--- src/sv/sps_pkg.sv ---
`timescale 1ns / 1ps
// ============================================================================
// sps_pkg
// Shared sizes, codes and controller/datapath interface types for the
// slotted page row store.
// ============================================================================
package sps_pkg;

    localparam int PAGE_BYTES   = 4096;
    localparam int MAX_SLOTS    = 512;
    localparam int SLOT_BYTES   = 6;
    localparam int HEADER_BYTES = 8;

    localparam int KIND_W    = 2;
    localparam int DATA_W    = 8;
    localparam int SLOTNUM_W = 9;
    localparam int INDEX_W   = 12;
    localparam int QLEN_W    = 13;
    localparam int STATUS_W  = 3;
    localparam int SIZE_W    = 13;

    localparam int ADDR_W = $clog2(PAGE_BYTES);
    localparam int OFF_W  = $clog2(PAGE_BYTES + 1);
    localparam int SLOT_W = $clog2(MAX_SLOTS);
    localparam int CNT_W  = $clog2(MAX_SLOTS + 1);
    localparam int OVH_W  = $clog2((MAX_SLOTS + 1) * SLOT_BYTES + 1);
    localparam int SUM_W  = $clog2(PAGE_BYTES + (MAX_SLOTS + 1) * SLOT_BYTES
                                   + (1 << QLEN_W)) + 1;

    localparam int IN_TDATA_W  = 48;
    localparam int OUT_TDATA_W = 40;

    typedef enum logic [KIND_W-1:0] {
        KIND_INSERT = 2'd0,
        KIND_DELETE = 2'd1,
        KIND_READ   = 2'd2,
        KIND_FIT    = 2'd3
    } t_kind;

    typedef enum logic [STATUS_W-1:0] {
        STS_OK      = 3'd0,
        STS_INVALID = 3'd1,
        STS_DELETED = 3'd2,
        STS_NO_ROOM = 3'd3,
        STS_PAST    = 3'd4
    } t_status;

    typedef enum logic [1:0] {
        ST_IDLE,
        ST_EXEC,
        ST_SLOT,
        ST_PAGE
    } t_state;

    typedef enum logic [2:0] {
        RES_INSERT,
        RES_FIT,
        RES_INVALID,
        RES_DELETED,
        RES_DEL_OK,
        RES_PAST,
        RES_READ
    } t_res;

    typedef struct packed {
        logic              fits;
        logic [SIZE_W-1:0] row_size;
        logic [DATA_W-1:0] read_byte;
        logic [SLOTNUM_W-1:0] assigned_slot;
        t_status           status;
    } t_result;

    typedef struct packed {
        logic [ADDR_W-1:0] start;
        logic [OFF_W-1:0]  size;
        logic              used;
    } t_slot_entry;

    typedef struct packed {
        logic load;
        logic exec_insert;
        logic slot_rd;
        logic slot_clear;
        logic page_rd;
        logic out_load;
        t_res res_sel;
    } t_ctl_cmd;

    typedef struct packed {
        t_kind kind;
        logic  last;
        logic  invalid;
        logic  used;
        logic  past;
        logic  out_busy;
    } t_dp_stat;

endpackage

--- src/sv/sps_ctrl.sv ---
`timescale 1ns / 1ps
// ============================================================================
// sps_ctrl
// Sequencer: steps one word at a time through execute, slot lookup and page
// read, and holds any step that has a result while the output is full.
// ============================================================================
module sps_ctrl
    import sps_pkg::*;
(
    input  logic     i_clk,
    input  logic     i_rst_n,
    input  logic     i_s_tvalid,
    output logic     o_s_tready,
    input  t_dp_stat i_stat,
    output t_ctl_cmd o_cmd
);

    t_state r_state;
    t_state n_state;

    always_ff @(posedge i_clk) begin
        if (!i_rst_n) begin
            r_state <= ST_IDLE;
        end else begin
            r_state <= n_state;
        end
    end

    always_comb begin
        n_state = r_state;
        unique case (r_state)
            ST_IDLE: begin
                if (i_s_tvalid) begin
                    n_state = ST_EXEC;
                end
            end
            ST_EXEC: begin
                unique case (i_stat.kind)
                    KIND_INSERT: begin
                        if (!(i_stat.last && i_stat.out_busy)) begin
                            n_state = ST_IDLE;
                        end
                    end
                    KIND_FIT: begin
                        if (!i_stat.out_busy) begin
                            n_state = ST_IDLE;
                        end
                    end
                    default: begin
                        if (!i_stat.invalid) begin
                            n_state = ST_SLOT;
                        end else if (!i_stat.out_busy) begin
                            n_state = ST_IDLE;
                        end
                    end
                endcase
            end
            ST_SLOT: begin
                if (i_stat.used && i_stat.kind == KIND_READ && !i_stat.past) begin
                    n_state = ST_PAGE;
                end else if (!i_stat.out_busy) begin
                    n_state = ST_IDLE;
                end
            end
            ST_PAGE: begin
                if (!i_stat.out_busy) begin
                    n_state = ST_IDLE;
                end
            end
            default: n_state = ST_IDLE;
        endcase
    end

    always_comb begin
        o_cmd         = '0;
        o_cmd.res_sel = RES_FIT;
        o_s_tready    = 1'b0;
        unique case (r_state)
            ST_IDLE: begin
                o_s_tready = 1'b1;
                o_cmd.load = i_s_tvalid;
            end
            ST_EXEC: begin
                unique case (i_stat.kind)
                    KIND_INSERT: begin
                        o_cmd.res_sel = RES_INSERT;
                        if (!(i_stat.last && i_stat.out_busy)) begin
                            o_cmd.exec_insert = 1'b1;
                            o_cmd.out_load    = i_stat.last;
                        end
                    end
                    KIND_FIT: begin
                        o_cmd.res_sel  = RES_FIT;
                        o_cmd.out_load = !i_stat.out_busy;
                    end
                    default: begin
                        o_cmd.res_sel = RES_INVALID;
                        if (!i_stat.invalid) begin
                            o_cmd.slot_rd = 1'b1;
                        end else begin
                            o_cmd.out_load = !i_stat.out_busy;
                        end
                    end
                endcase
            end
            ST_SLOT: begin
                if (!i_stat.used) begin
                    o_cmd.res_sel  = RES_DELETED;
                    o_cmd.out_load = !i_stat.out_busy;
                end else if (i_stat.kind == KIND_DELETE) begin
                    o_cmd.res_sel    = RES_DEL_OK;
                    o_cmd.out_load   = !i_stat.out_busy;
                    o_cmd.slot_clear = !i_stat.out_busy;
                end else if (i_stat.past) begin
                    o_cmd.res_sel  = RES_PAST;
                    o_cmd.out_load = !i_stat.out_busy;
                end else begin
                    o_cmd.page_rd = 1'b1;
                end
            end
            ST_PAGE: begin
                o_cmd.res_sel  = RES_READ;
                o_cmd.out_load = !i_stat.out_busy;
            end
            default: begin
                o_s_tready = 1'b0;
            end
        endcase
    end

endmodule

--- config.mk ---
export PLATFORM = sky130hd
export DESIGN_NAME = sps_ctrl
export DESIGN_NICKNAME = d
export VERILOG_FILES = /design/src/sv/sps_pkg.sv /design/src/sv/sps_ctrl.sv
export SDC_FILE = /design/constraint.sdc
export NUM_CORES = 1
export LEC_CHECK = 0
export ABC_CLOCK_PERIOD_IN_PS = 1800
export BUFFER_PORTS_ARGS = -buffer_cell sky130_fd_sc_hd__buf_4
export CAP_MARGIN = 20
export CORE_AREA = 2 2 39 41
export CTS_BUF_LIST = sky130_fd_sc_hd__clkbuf_16
export DETAILED_ROUTE_END_ITERATION = 6
export DIE_AREA = 0 0 41 43
export GPL_TIMING_DRIVEN = 0
export PLACE_DENSITY = 0.53
export SETUP_SLACK_MARGIN = 0.15
export SLEW_MARGIN = 20
export SYNTH_ARGS = -nofsm -noshare
export SYNTH_HDL_FRONTEND = slang
export SYNTH_SLANG_ARGS = --single-unit
--- constraint.sdc ---
create_clock -name i_clk -period 1.8 [get_ports i_clk]
set_input_delay 0.09 -clock i_clk [delete_from_list [all_inputs] [get_ports i_clk]]
set_output_delay 0.09 -clock i_clk [all_outputs]
set_load 0.05 [all_outputs]
Word level (Yosys, flattened, before mapping)
Index checks and enable logic that the tools add are counted.
- logic and storage cells: 44
- output and inout port bits: 10
- bits in registers: 2
- multiplexer cells: 26
- reductions and logical operators: 9
- eq/ne operators: 8
- operators with widths (cell ; count):
    2-to-1 mux 2 bit ; 8
    2-to-1 mux 4 bit ; 3
    one-hot mux 4 bit (3 select lines) ; 1
    2-to-1 mux 1 bit ; 11
    equality test 2 bit, second input constant ; 4
    one-hot mux 2 bit (4 select lines) ; 1
    one-hot mux 4 bit (2 select lines) ; 1
    equality test 2 x 1 -> 1 bit, second input constant ; 2
    zero test 2 bit ; 2
    one-hot mux 2 bit (2 select lines) ; 1
    logical AND 1 bit ; 3
    inequality test 3 bit, second input constant ; 1
    zero test 1 bit ; 2
    inequality test 2 bit, second input constant ; 1
    AND reduction 2 bit ; 1
    OR reduction 2 bit ; 1

Logic depth before layout (Yosys ltp)
Gate-level depths: netlist of the first run.
- depth in word-level cells: 5
- mapped depth: 5

Worst setup path before layout of the first run
No wires, ideal clock.
- kind: register to output
- start point: register r_state[0]
- end point: output port o_cmd[3] (netlist bit)
- stages on the path, launching flop included: 4
- arrival: 2.343 ns
- slack: -0.633 ns
- cell sequence: dfxtp_1 buf_2 nor2_1 nor4_1
- RTL lines (element ; line ; text):
    start: declaration ; sps_ctrl.sv:18 ; t_state r_state;
    start signal: assignment ; sps_ctrl.sv:25 ; r_state <= n_state;
    end: declaration ; sps_ctrl.sv:15 ; output t_ctl_cmd o_cmd

==> flow_metrics.tcl, run 1 <==
set metrics [dict create \
    status "finished, final reports clean" \
    synth_cell_types 26 \
    nets 80 \
    synth_top_family_by_area "simple AND/OR/NAND/NOR gates" \
    cts-root-buf "clkbuf_16" \
    hold_slack_ns 0.08448 \
    drc 0 \
    cts_tree "built" \
    avgRoutedWirePerCell_um 12.35 \
    ys_ff_latch 2 \
    timing.final.hold_violations 0 \
    crit_type "in2out" \
    relSlewSlack 0.7651 \
    top_register "r_state" \
    synthesis.area_um2 329.1 \
    syn_avg_cell_area_um2 7.835 \
    synth_mux_area_frac 0.04563 \
    synthCells 42 \
    io_buffers 19 \
    skew_ns 0.001610 \
    grt_start_max_net_pins 11 \
    p_int_uw 381.1 \
    worst_slew_pin_slew_ns 0.3475 \
    first_iter_violations 6 \
    setup_viol 0 \
    syn-num-nets 56 \
    routed_wl_um 988 \
    die_y_um 43 \
    syn_to_final_growth_pct 79.85 \
    endpoint_kind "output pin" \
    synthSimpleGateAreaFrac 0.3802 \
    drv_slew 0 \
    synth_top_cell_by_area "ha_1" \
    top_regs "r_state x2" \
    dpl.hpwl_um 776.2 \
    cts_buffers 3 \
    drive_gt1_frac 0.4688 \
    cp-start-kind "primary input" \
    clk_latency_ns 0.22 \
    grt_pass1_vias 323 \
    max_freq_mhz 638.6 \
    drv_cap 0 \
    rows 14 \
    vias_per_cell 5.000 \
    synthAdderAreaFrac 0.1521 \
    fp.dieArea_mm2 0.001763 \
    dieWidth_um 41 \
    synthTopCellsByArea "ha_1 (15%), dfxtp_1 (12%), a21oi_1 (7.6%)" \
    vias 400 \
    synth_top_area_frac 0.1521 \
    yosys_warnings 0 \
    cts_hold_buf 0 \
    leakagePower_uw 0.0002853 \
    synth_compound_area_frac 0.2471 \
    vdd_drop_max_mv 0.2847 \
    post_cts_buffers 0 \
    path_max_fanout 4 \
    core_area_mm2 0.001384 \
    min_path_type "in2reg" \
    drt-pass1-iter-count 4 \
    yosysSeqAreaShare 0.1217 \
    worstPathArrival_ns 1.48 \
    gp_congestion 0.6902 \
    layout_setup_ws_ns 0.2341 \
    antenna_found_initial 0 \
    worstPathRequired_ns 1.71 \
    p_comb_frac 0.246 \
    ios 20 \
    rsz0062_at_grt "no" \
    floorplan.initialDensity 0.2378 \
    clockBufferDepth 2 \
    postRouteAntennaNets 0 \
    power.share.sequential 0.096 \
    clock_sinks 2 \
    switching_share 0.2485 \
    period_needed_ns 1.566 \
    synth_xor_area_frac 0 \
    power.density_mw_per_mm2 856.8 \
    finalCritPeriodShare 0.8700 \
    path_clk_slew_ns 0.03 \
    power.switching_uw 126.0 \
    antenna_cells 0 \
    grt_overflow 0 \
    pwr-share-clk 0.658 \
    cts_max_level 1 \
    grt_util_all_layers 0.1200 \
    fin_setup_tns_ns 0 \
    grt_pass1_wl_um 1380 \
    largest_reg_flops 2 \
    pre_cts_ws_ns 0.1423 \
]
-- worst max-delay path, cell delays in order --
cell	delay (ns)
buf_4	0.09
inv_1	0.05
ha_1	0.36
mux2_4	0.33
a311oi_2	0.29
nor4_2	0.08
buf_4	0.19
-- through the flow --
step | cell area [um^2] | instances | utilization | power, uW
after floorplan | 347.8 | 42 | - | 126.7
after CTS | 591.8 | 80 | 0.4277 | 511.6
final | 591.8 | 80 | 0.4277 | 507.1
after detailed placement | 510.5 | 77 | 0.3689 | 172.6
after global routing | 591.8 | 80 | 0.4277 | 522.6
after global placement | 510.5 | 77 | 0.3689 | 171.0
-- logic make-up (layout without fill, tap and decap cells) --
logic type / count (synthesis) / in the layout
adder cells (fa/ha/maj): 4 / 4
buffers and inverters: 4 / 26
flip-flops: 2 / 2
AND/OR/NAND/NOR: 19 / 19
multiplexers: 1 / 1
AO/OA/AOI/OAI: 12 / 12
-- layer usage --
metal	global-route usage	vias to the layer above	routed length, um
met5	0	-	0
met4	0.08000	0	10
met3	0.03141	2	75
met2	0.1563	16	453
met1	0.1651	182	448
li1	-	200	-
-- cell usage in the layout (no fill, tap or decap), types with 2 or more instances in the layout --
| master | synthesis | layout |
|---|---|---|
| ha_1 | 4 | 4 |
| buf_2 | 2 | 2 |
| nor2_1 | 3 | 2 |
| nor2b_1 | 2 | 2 |
| clkbuf_16 | 0 | 3 |
| a21oi_1 | 5 | 5 |
| and2_1 | 2 | 2 |
| dfxtp_1 | 2 | 2 |
| buf_4 | 0 | 19 |
| inv_1 | 2 | 2 |
| o21a_1 | 3 | 3 |
-- final timing paths --
| path | from | endpoint | slack, ns | cells past startpoint |
|---|---|---|---|---|
| setup / recovery | i_stat[5] | o_cmd[3] | 0.23 | 7 |
| hold / removal | i_rst_n | r_state[0] | 0.08 | 2 |
| setup reg to reg | r_state[1] | r_state[0] | 0.66 | 3 |
| hold reg to reg | r_state[0] | r_state[1] | 0.72 | 3 |
-- layout make-up --
class                   instances  area [um^2]
plain buffers                   2        10.01
clock buffers                   3        75.07
fillers                       148        792.0
inverters                       2        7.507
multi-input cells              36        296.5
flip-flops and latches          2        40.04
well taps                      16        20.02
repair buffers                 19        142.6
-- power groups by stage --
stage / Sequential [uW] / Clock (uW) / Combinational (uW)
after floorplan: 48.5 / 0 / 78.2
after global placement: 49.1 / 0 / 122
after detailed placement: 49.2 / 0 / 123
after CTS: 48.7 / 337 / 126
after global routing: 49.2 / 340 / 134
final: 48.6 / 334 / 125
-- cells in the mapped netlist --
| master | number |
|---|---|
| nand4b_1 | 1 |
| or2b_1 | 1 |
| inv_1 | 2 |
| nor3_1 | 1 |
| nand3_1 | 1 |
| and2_1 | 2 |
| nor2_1 | 3 |
| nor4b_1 | 1 |
| mux2_4 | 1 |
| ha_1 | 4 |
| nor4bb_1 | 1 |
| a21oi_1 | 5 |
| buf_2 | 2 |
| o311a_1 | 1 |
| a21o_1 | 1 |
| and4bb_1 | 1 |
| nand3b_1 | 1 |
| nor3b_1 | 1 |
| o21a_1 | 3 |
| nor2b_1 | 2 |
| o31ai_1 | 1 |
| nor4_1 | 1 |
| a311oi_1 | 1 |
| nand2_1 | 1 |
| dfxtp_1 | 2 |
| nand2b_1 | 1 |
-- what timing repair did --
action                                 in CTS  in global routing
endpoints found under the hold margin       0                  0
resized for setup                           1                  0
setup endpoints to repair                   1                  0
(Power assumes the default switching activity.)
==> run 2: changes to the inputs <==
--- a/config.mk
+++ b/config.mk
@@ -5,6 +5,7 @@
 export SDC_FILE = /design/constraint.sdc
 export NUM_CORES = 1
 export LEC_CHECK = 0
+export ABC_AREA = 1
 export ABC_CLOCK_PERIOD_IN_PS = 1800
 export BUFFER_PORTS_ARGS = -buffer_cell sky130_fd_sc_hd__buf_4
 export CAP_MARGIN = 20
@@ -13,7 +14,7 @@
 export DETAILED_ROUTE_END_ITERATION = 6
 export DIE_AREA = 0 0 41 43
 export GPL_TIMING_DRIVEN = 0
-export PLACE_DENSITY = 0.53
+export PLACE_DENSITY = 0.55
 export SETUP_SLACK_MARGIN = 0.15
 export SLEW_MARGIN = 20
 export SYNTH_ARGS = -nofsm -noshare
==> flow_metrics.tcl, run 2 <==
set metrics [dict create \
    rr_worst_depth 8 \
    clock_sinks 2 \
    routed_wl_um 943 \
    relSlewSlack 0.8650 \
    cts_buffers 3 \
    synthSimpleGateAreaFrac 0.4596 \
    power.density_mw_per_mm2 850.1 \
    nets 99 \
    setup_viol 0 \
    switching_share 0.2612 \
    pwr-share-clk 0.661 \
    yosys_warnings 0 \
    power.share.sequential 0.097 \
    grt_pass1_wl_um 1442 \
    fin_setup_tns_ns 0 \
    clk_latency_ns 0.22 \
    min_path_cells 3 \
    first_iter_violations 9 \
    leakagePower_uw 0.0003366 \
    ys_ff_latch 2 \
    min_path_type "in2reg" \
    die_y_um 43 \
    synthesis.area_um2 356.6 \
    startpoint "r_state[0]" \
    cp-start-kind "flop" \
    ios 20 \
    clockBufferDepth 2 \
    grt_use_met1 0.1693 \
    worstPathArrival_ns 1.28 \
    io_buffers 19 \
    layout_common_cells "buf_4 (19), nand2_1 (13), inv_1 (12)" \
    core_area_mm2 0.001384 \
    grt_util_all_layers 0.1293 \
    synth_top_family_by_area "simple AND/OR/NAND/NOR gates" \
    synth_top_area_frac 0.1404 \
    fp.dieArea_mm2 0.001763 \
    synthCells 61 \
    synth_compound_area_frac 0.1088 \
    cts_hold_buf 0 \
    grtUsageMet3 0.04712 \
    antenna_cells 0 \
    r2r_slack_ns 0.75 \
    mostFrequentLayoutCell "buf_4" \
    synthAdderAreaFrac 0.1404 \
    hold_end "r_state[0]" \
    skew_ns 0.002565 \
    largest_reg_flops 2 \
    synthArstFlopShare 0 \
    vias 429 \
    grt_pass1_vias 368 \
    endpoint_kind "output pin" \
    postRouteAntennaNets 0 \
    p_int_uw 373.3 \
    gp_congestion 0.7224 \
    timing.final.hold_violations 0 \
    drc 0 \
    synthTopCellsByArea "ha_1 (14%), nand2_1 (14%), inv_1 (13%)" \
    floorplan.initialDensity 0.2577 \
    top_regs "r_state x2" \
    synth_edf_count 0 \
    cts_resized 0 \
    syn_to_final_growth_pct 66.67 \
    drt-pass1-iter-count 4 \
    synth_cell_types 20 \
    period_needed_ns 1.373 \
    antenna_found_initial 0 \
    r2r-start "r_state[1]" \
    max_freq_mhz 728.6 \
    cts_tree "built" \
    synth_xor_area_frac 0 \
    path_clk_slew_ns 0.03 \
    rows 14 \
    top_register "r_state" \
    power.switching_uw 132.0 \
    fin_total_pwr_uw 505.2 \
    p_comb_frac 0.243 \
    post_cts_buffers 0 \
    vdd_drop_max_mv 0.4873 \
    busiest_layer "met1" \
    finalCritPeriodShare 0.7625 \
    grt_overflow 0 \
    status "finished, final reports clean" \
    vias_per_cell 4.333 \
    worst_slew_pin_slew_ns 0.2004 \
    worstPathRequired_ns 1.71 \
    crit_type "reg2out" \
    r2r-end "r_state[0]" \
    final_util 0.4295 \
    hold_path_startpoint "i_rst_n" \
    cts-root-buf "clkbuf_16" \
    cts_max_level 1 \
    yosysSeqAreaShare 0.1123 \
    syn_avg_cell_area_um2 5.846 \
    rsz0062_at_grt "no" \
    drive_gt1_frac 0.3614 \
    dpl.hpwl_um 719.1 \
    grt_start_max_net_pins 11 \
    drv_slew 0 \
    synth.most_common_cell "nand2_1" \
    ys.flop_type "dfxtp_1" \
    synth_top_cell_by_area "ha_1" \
    use_met2 0.1531 \
    synthTopCellsByCount "nand2_1 (13), inv_1 (12), nor2_1 (7)" \
    dieWidth_um 41 \
    drv_cap 0 \
    avgRoutedWirePerCell_um 9.525 \
    syn-num-nets 75 \
    fill_cells 149 \
    path_max_fanout 6 \
    synth_mux_area_frac 0 \
]
==> run 2: cell count changes in the layout (fill, tap and decap cells not counted), moves of 3 or more <==
cell,delta
a21oi_1,-3
inv_1,+10
nand2_1,+12
nand3_1,+3
nand4_1,+3
nor2_1,+5
o21a_1,-3
==> run 2: cells by family after synthesis <==
group / after synthesis
flops: 2
fa+ha+maj: 4
simple gates: 33
buf+inv: 15
compound gates: 7
==> run 2: metrics by stage <==
stage / worst slack [ns] / hold slack [ns] / std cells / instance area [um^2]
finish: 0.4275 / 0.06813 / 99 / 594.3
global route: 0.3529 / 0.08610 / 99 / 594.3
CTS: 0.4263 / 0.06784 / 99 / 594.3
detailed placement: 0.4937 / 0.2935 / 96 / 519.2
global placement: 0.4808 / 0.2966 / 96 / 519.2
floorplan: 0.3482 / 0.1876 / 61 / 356.6
==> run 2: worst max-delay path: stages (launching register included) <==
cell and delay [ns]:
dfxtp_1 0.32, inv_2 0.13, nand2_1 0.08, o21ai_0 0.17
nand3_1 0.09, nand2_1 0.06, inv_1 0.03, buf_4 0.18
==> run 2: area by class of cell <==
cell class / count / area [um^2] / area share
multi-input cells: 44 / 252.7 / 0.4253
repair buffers: 19 / 142.6 / 0.2400
well taps: 16 / 20.02 / 0.03368
flip-flops and latches: 2 / 40.04 / 0.06737
inverters: 14 / 52.55 / 0.08842
plain buffers: 1 / 11.26 / 0.01895
clock buffers: 3 / 75.07 / 0.1263
==> run 2: power by group through the flow <==
stage | clock network [uW] | registers (uW) | logic [uW]
detailed placement | 0 | 49.4 | 123
finish | 334 | 48.8 | 123
CTS | 343 | 48.8 | 123
floorplan | 0 | 49.0 | 80.0
global route | 353 | 49.1 | 133
global placement | 0 | 49.3 | 123
==> run 2: how the worst max path moves through the flow <==
stage          slack (ns)  cells after the start  endpoint
3_5_place_dp         0.49                      9  o_cmd[3]
4_1_cts              0.43                      7  o_cmd[3]
2_1_floorplan        0.35                      4  o_cmd[7]
5_1_grt              0.35                      7  o_cmd[3]
6_report             0.43                      7  o_cmd[3]
3_3_place_gp         0.48                      9  o_cmd[3]
==> run 2: per-layer routing <==
layer	vias up	part of all wire
li1	236	-
met1	165	0.49
met2	24	0.36
met3	4	0.11
met4	0	0.033
met5	-	0
==> run 3: changes to the inputs <==
--- a/config.mk
+++ b/config.mk
@@ -6,7 +6,7 @@
 export NUM_CORES = 1
 export LEC_CHECK = 0
 export ABC_AREA = 1
-export ABC_CLOCK_PERIOD_IN_PS = 1800
+export ABC_CLOCK_PERIOD_IN_PS = 1100
 export BUFFER_PORTS_ARGS = -buffer_cell sky130_fd_sc_hd__buf_4
 export CAP_MARGIN = 20
 export CORE_AREA = 2 2 39 41
@@ -14,7 +14,7 @@
 export DETAILED_ROUTE_END_ITERATION = 6
 export DIE_AREA = 0 0 41 43
 export GPL_TIMING_DRIVEN = 0
-export PLACE_DENSITY = 0.55
+export PLACE_DENSITY = 0.57
 export SETUP_SLACK_MARGIN = 0.15
 export SLEW_MARGIN = 20
 export SYNTH_ARGS = -nofsm -noshare
==> constraint.sdc (replaced) <==
create_clock -name i_clk -period 1.1 [get_ports i_clk]
set_input_delay 0.055 -clock i_clk [delete_from_list [all_inputs] [get_ports i_clk]]
set_output_delay 0.055 -clock i_clk [all_outputs]
set_load 0.05 [all_outputs]
==> flow_metrics.tcl, run 3 (synthesized netlist as in run 2, its figures left out) <==
set metrics [dict create \
    layout_setup_ws_ns -0.2643 \
    endpoint_kind "output pin" \
    syn_to_final_growth_pct 143.2 \
    path_clk_slew_ns 0.03 \
    path_max_fanout 3 \
    clockBufferDepth 2 \
    power.density_mw_per_mm2 1101 \
    cts_tree "built" \
    rows 14 \
    cts-root-buf "clkbuf_16" \
    fin_total_pwr_uw 954.2 \
    drv_cap 0 \
    top_regs "r_state x2" \
    vdd_drop_max_mv 0.8058 \
    grt_pass1_vias 481 \
    grt_pass1_wl_um 1863 \
    clk_latency_ns 0.22 \
    drc 0 \
    drive_gt1_frac 0.6702 \
    antenna_cells 0 \
    period_needed_ns 1.364 \
    grt_util_all_layers 0.1532 \
    grt_start_max_net_pins 7 \
    vias_per_cell 4.573 \
    grt_overflow 0 \
    core_area_mm2 0.001384 \
    mostFrequentLayoutCell "buf_4" \
    cts_max_level 1 \
    leakagePower_uw 0.0004175 \
    final_util 0.6266 \
    skew_ns 0.002250 \
    relSlewSlack 0.8676 \
    postRouteAntennaNets 0 \
    max_freq_mhz 733.0 \
    largest_reg_flops 2 \
    antenna_found_initial 0 \
    cts_buffers 3 \
    layout_common_cells "buf_4 (16), buf_6 (10), inv_1 (9)" \
    die_y_um 43 \
    setup_viol 11 \
    routed_wl_um 1260 \
    io_buffers 19 \
    cp-start-kind "primary input" \
    floorplan.initialDensity 0.2577 \
    gp_congestion 0.7854 \
    first_iter_violations 4 \
    crit_type "in2out" \
    drv_slew 0 \
    pre_cts_ws_ns -0.2857 \
    top_register "r_state" \
    nets 110 \
    timing.final.hold_violations 0 \
    clock_sinks 2 \
    placed_area_um2 573.1 \
    finalCritPeriodShare 1.240 \
    dpl.hpwl_um 740.9 \
    stdcell_area_um2 867.1 \
    worst_slew_pin_slew_ns 0.1977 \
    vias 503 \
    dieWidth_um 41 \
    min_path_type "in2reg" \
    ios 20 \
    fp.dieArea_mm2 0.001763 \
    cts_hold_buf 0 \
    avgRoutedWirePerCell_um 11.45 \
    status "finished, violations left" \
    failed_checks "setup timing" \
    worstPathRequired_ns 1.04 \
    rsz0062_at_grt "yes" \
    fill_cells 115 \
    drt-pass1-iter-count 3 \
    worstPathArrival_ns 1.31 \
]
==> run 3: through the flow <==
step | cells | setup TNS (ns) | hold WS, ns
after global routing | 110 | -1.794 | 0.05381
final | 110 | -1.387 | 0.03072
after floorplan | 61 | -0.2862 | 0.1526
after detailed placement | 96 | -0.3581 | 0.2525
after CTS | 106 | -1.076 | 0.03495
after global placement | 96 | -0.3428 | 0.2503
==> run 3: power breakdown <==
group          internal [uW]  leakage, uW  switching (uW)
sequential              77.7    0.0000172            3.33
combinational            133     0.000363             176
clock                    464    0.0000370             101
==> run 3: area by class of cell <==
class	count	area, um^2	area share
well taps	16	20.02	0.02309
flip-flops and latches	2	42.54	0.04906
multi-input cells	44	354.1	0.4084
repair buffers	30	296.5	0.3420
clock buffers	3	75.07	0.08658
inverters	14	67.56	0.07792
plain buffers	1	11.26	0.01299
==> run 3: per-layer routing <==
metal,vias up,routed length [um],GRT usage
met4,0,21,0.08000
met1,231,518,0.1783
li1,259,-,-
met5,-,0,0
met3,2,34,0.02094
met2,11,685,0.2531
==> run 3: final timing paths <==
| check | from | endpoint | slack, ns | cells after the start |
|---|---|---|---|---|
| setup / recovery | i_stat[6] | o_cmd[3] | -0.26 | 9 |
| setup reg to reg | r_state[1] | r_state[0] | -0.04 | 9 |
| hold / removal | i_rst_n | r_state[0] | 0.03 | 3 |
| hold reg to reg | r_state[0] | r_state[1] | 0.77 | 5 |
==> run 3: worst max-delay path: stages <==
cell	delay [ns]
buf_4	0.09
inv_1	0.05
ha_1	0.22
or2_4	0.27
o21ai_1	0.17
nand3_1	0.12
nand2_2	0.10
clkinvlp_4	0.08
buf_8	0.15
==> run 3: what timing repair did <==
| item | in CTS | in global routing |
|---|---|---|
| resized for setup | 25 | 15 |
| pin swaps | 5 | 8 |
| setup buffers | 7 | 4 |
| setup endpoints to repair | 12 | 12 |
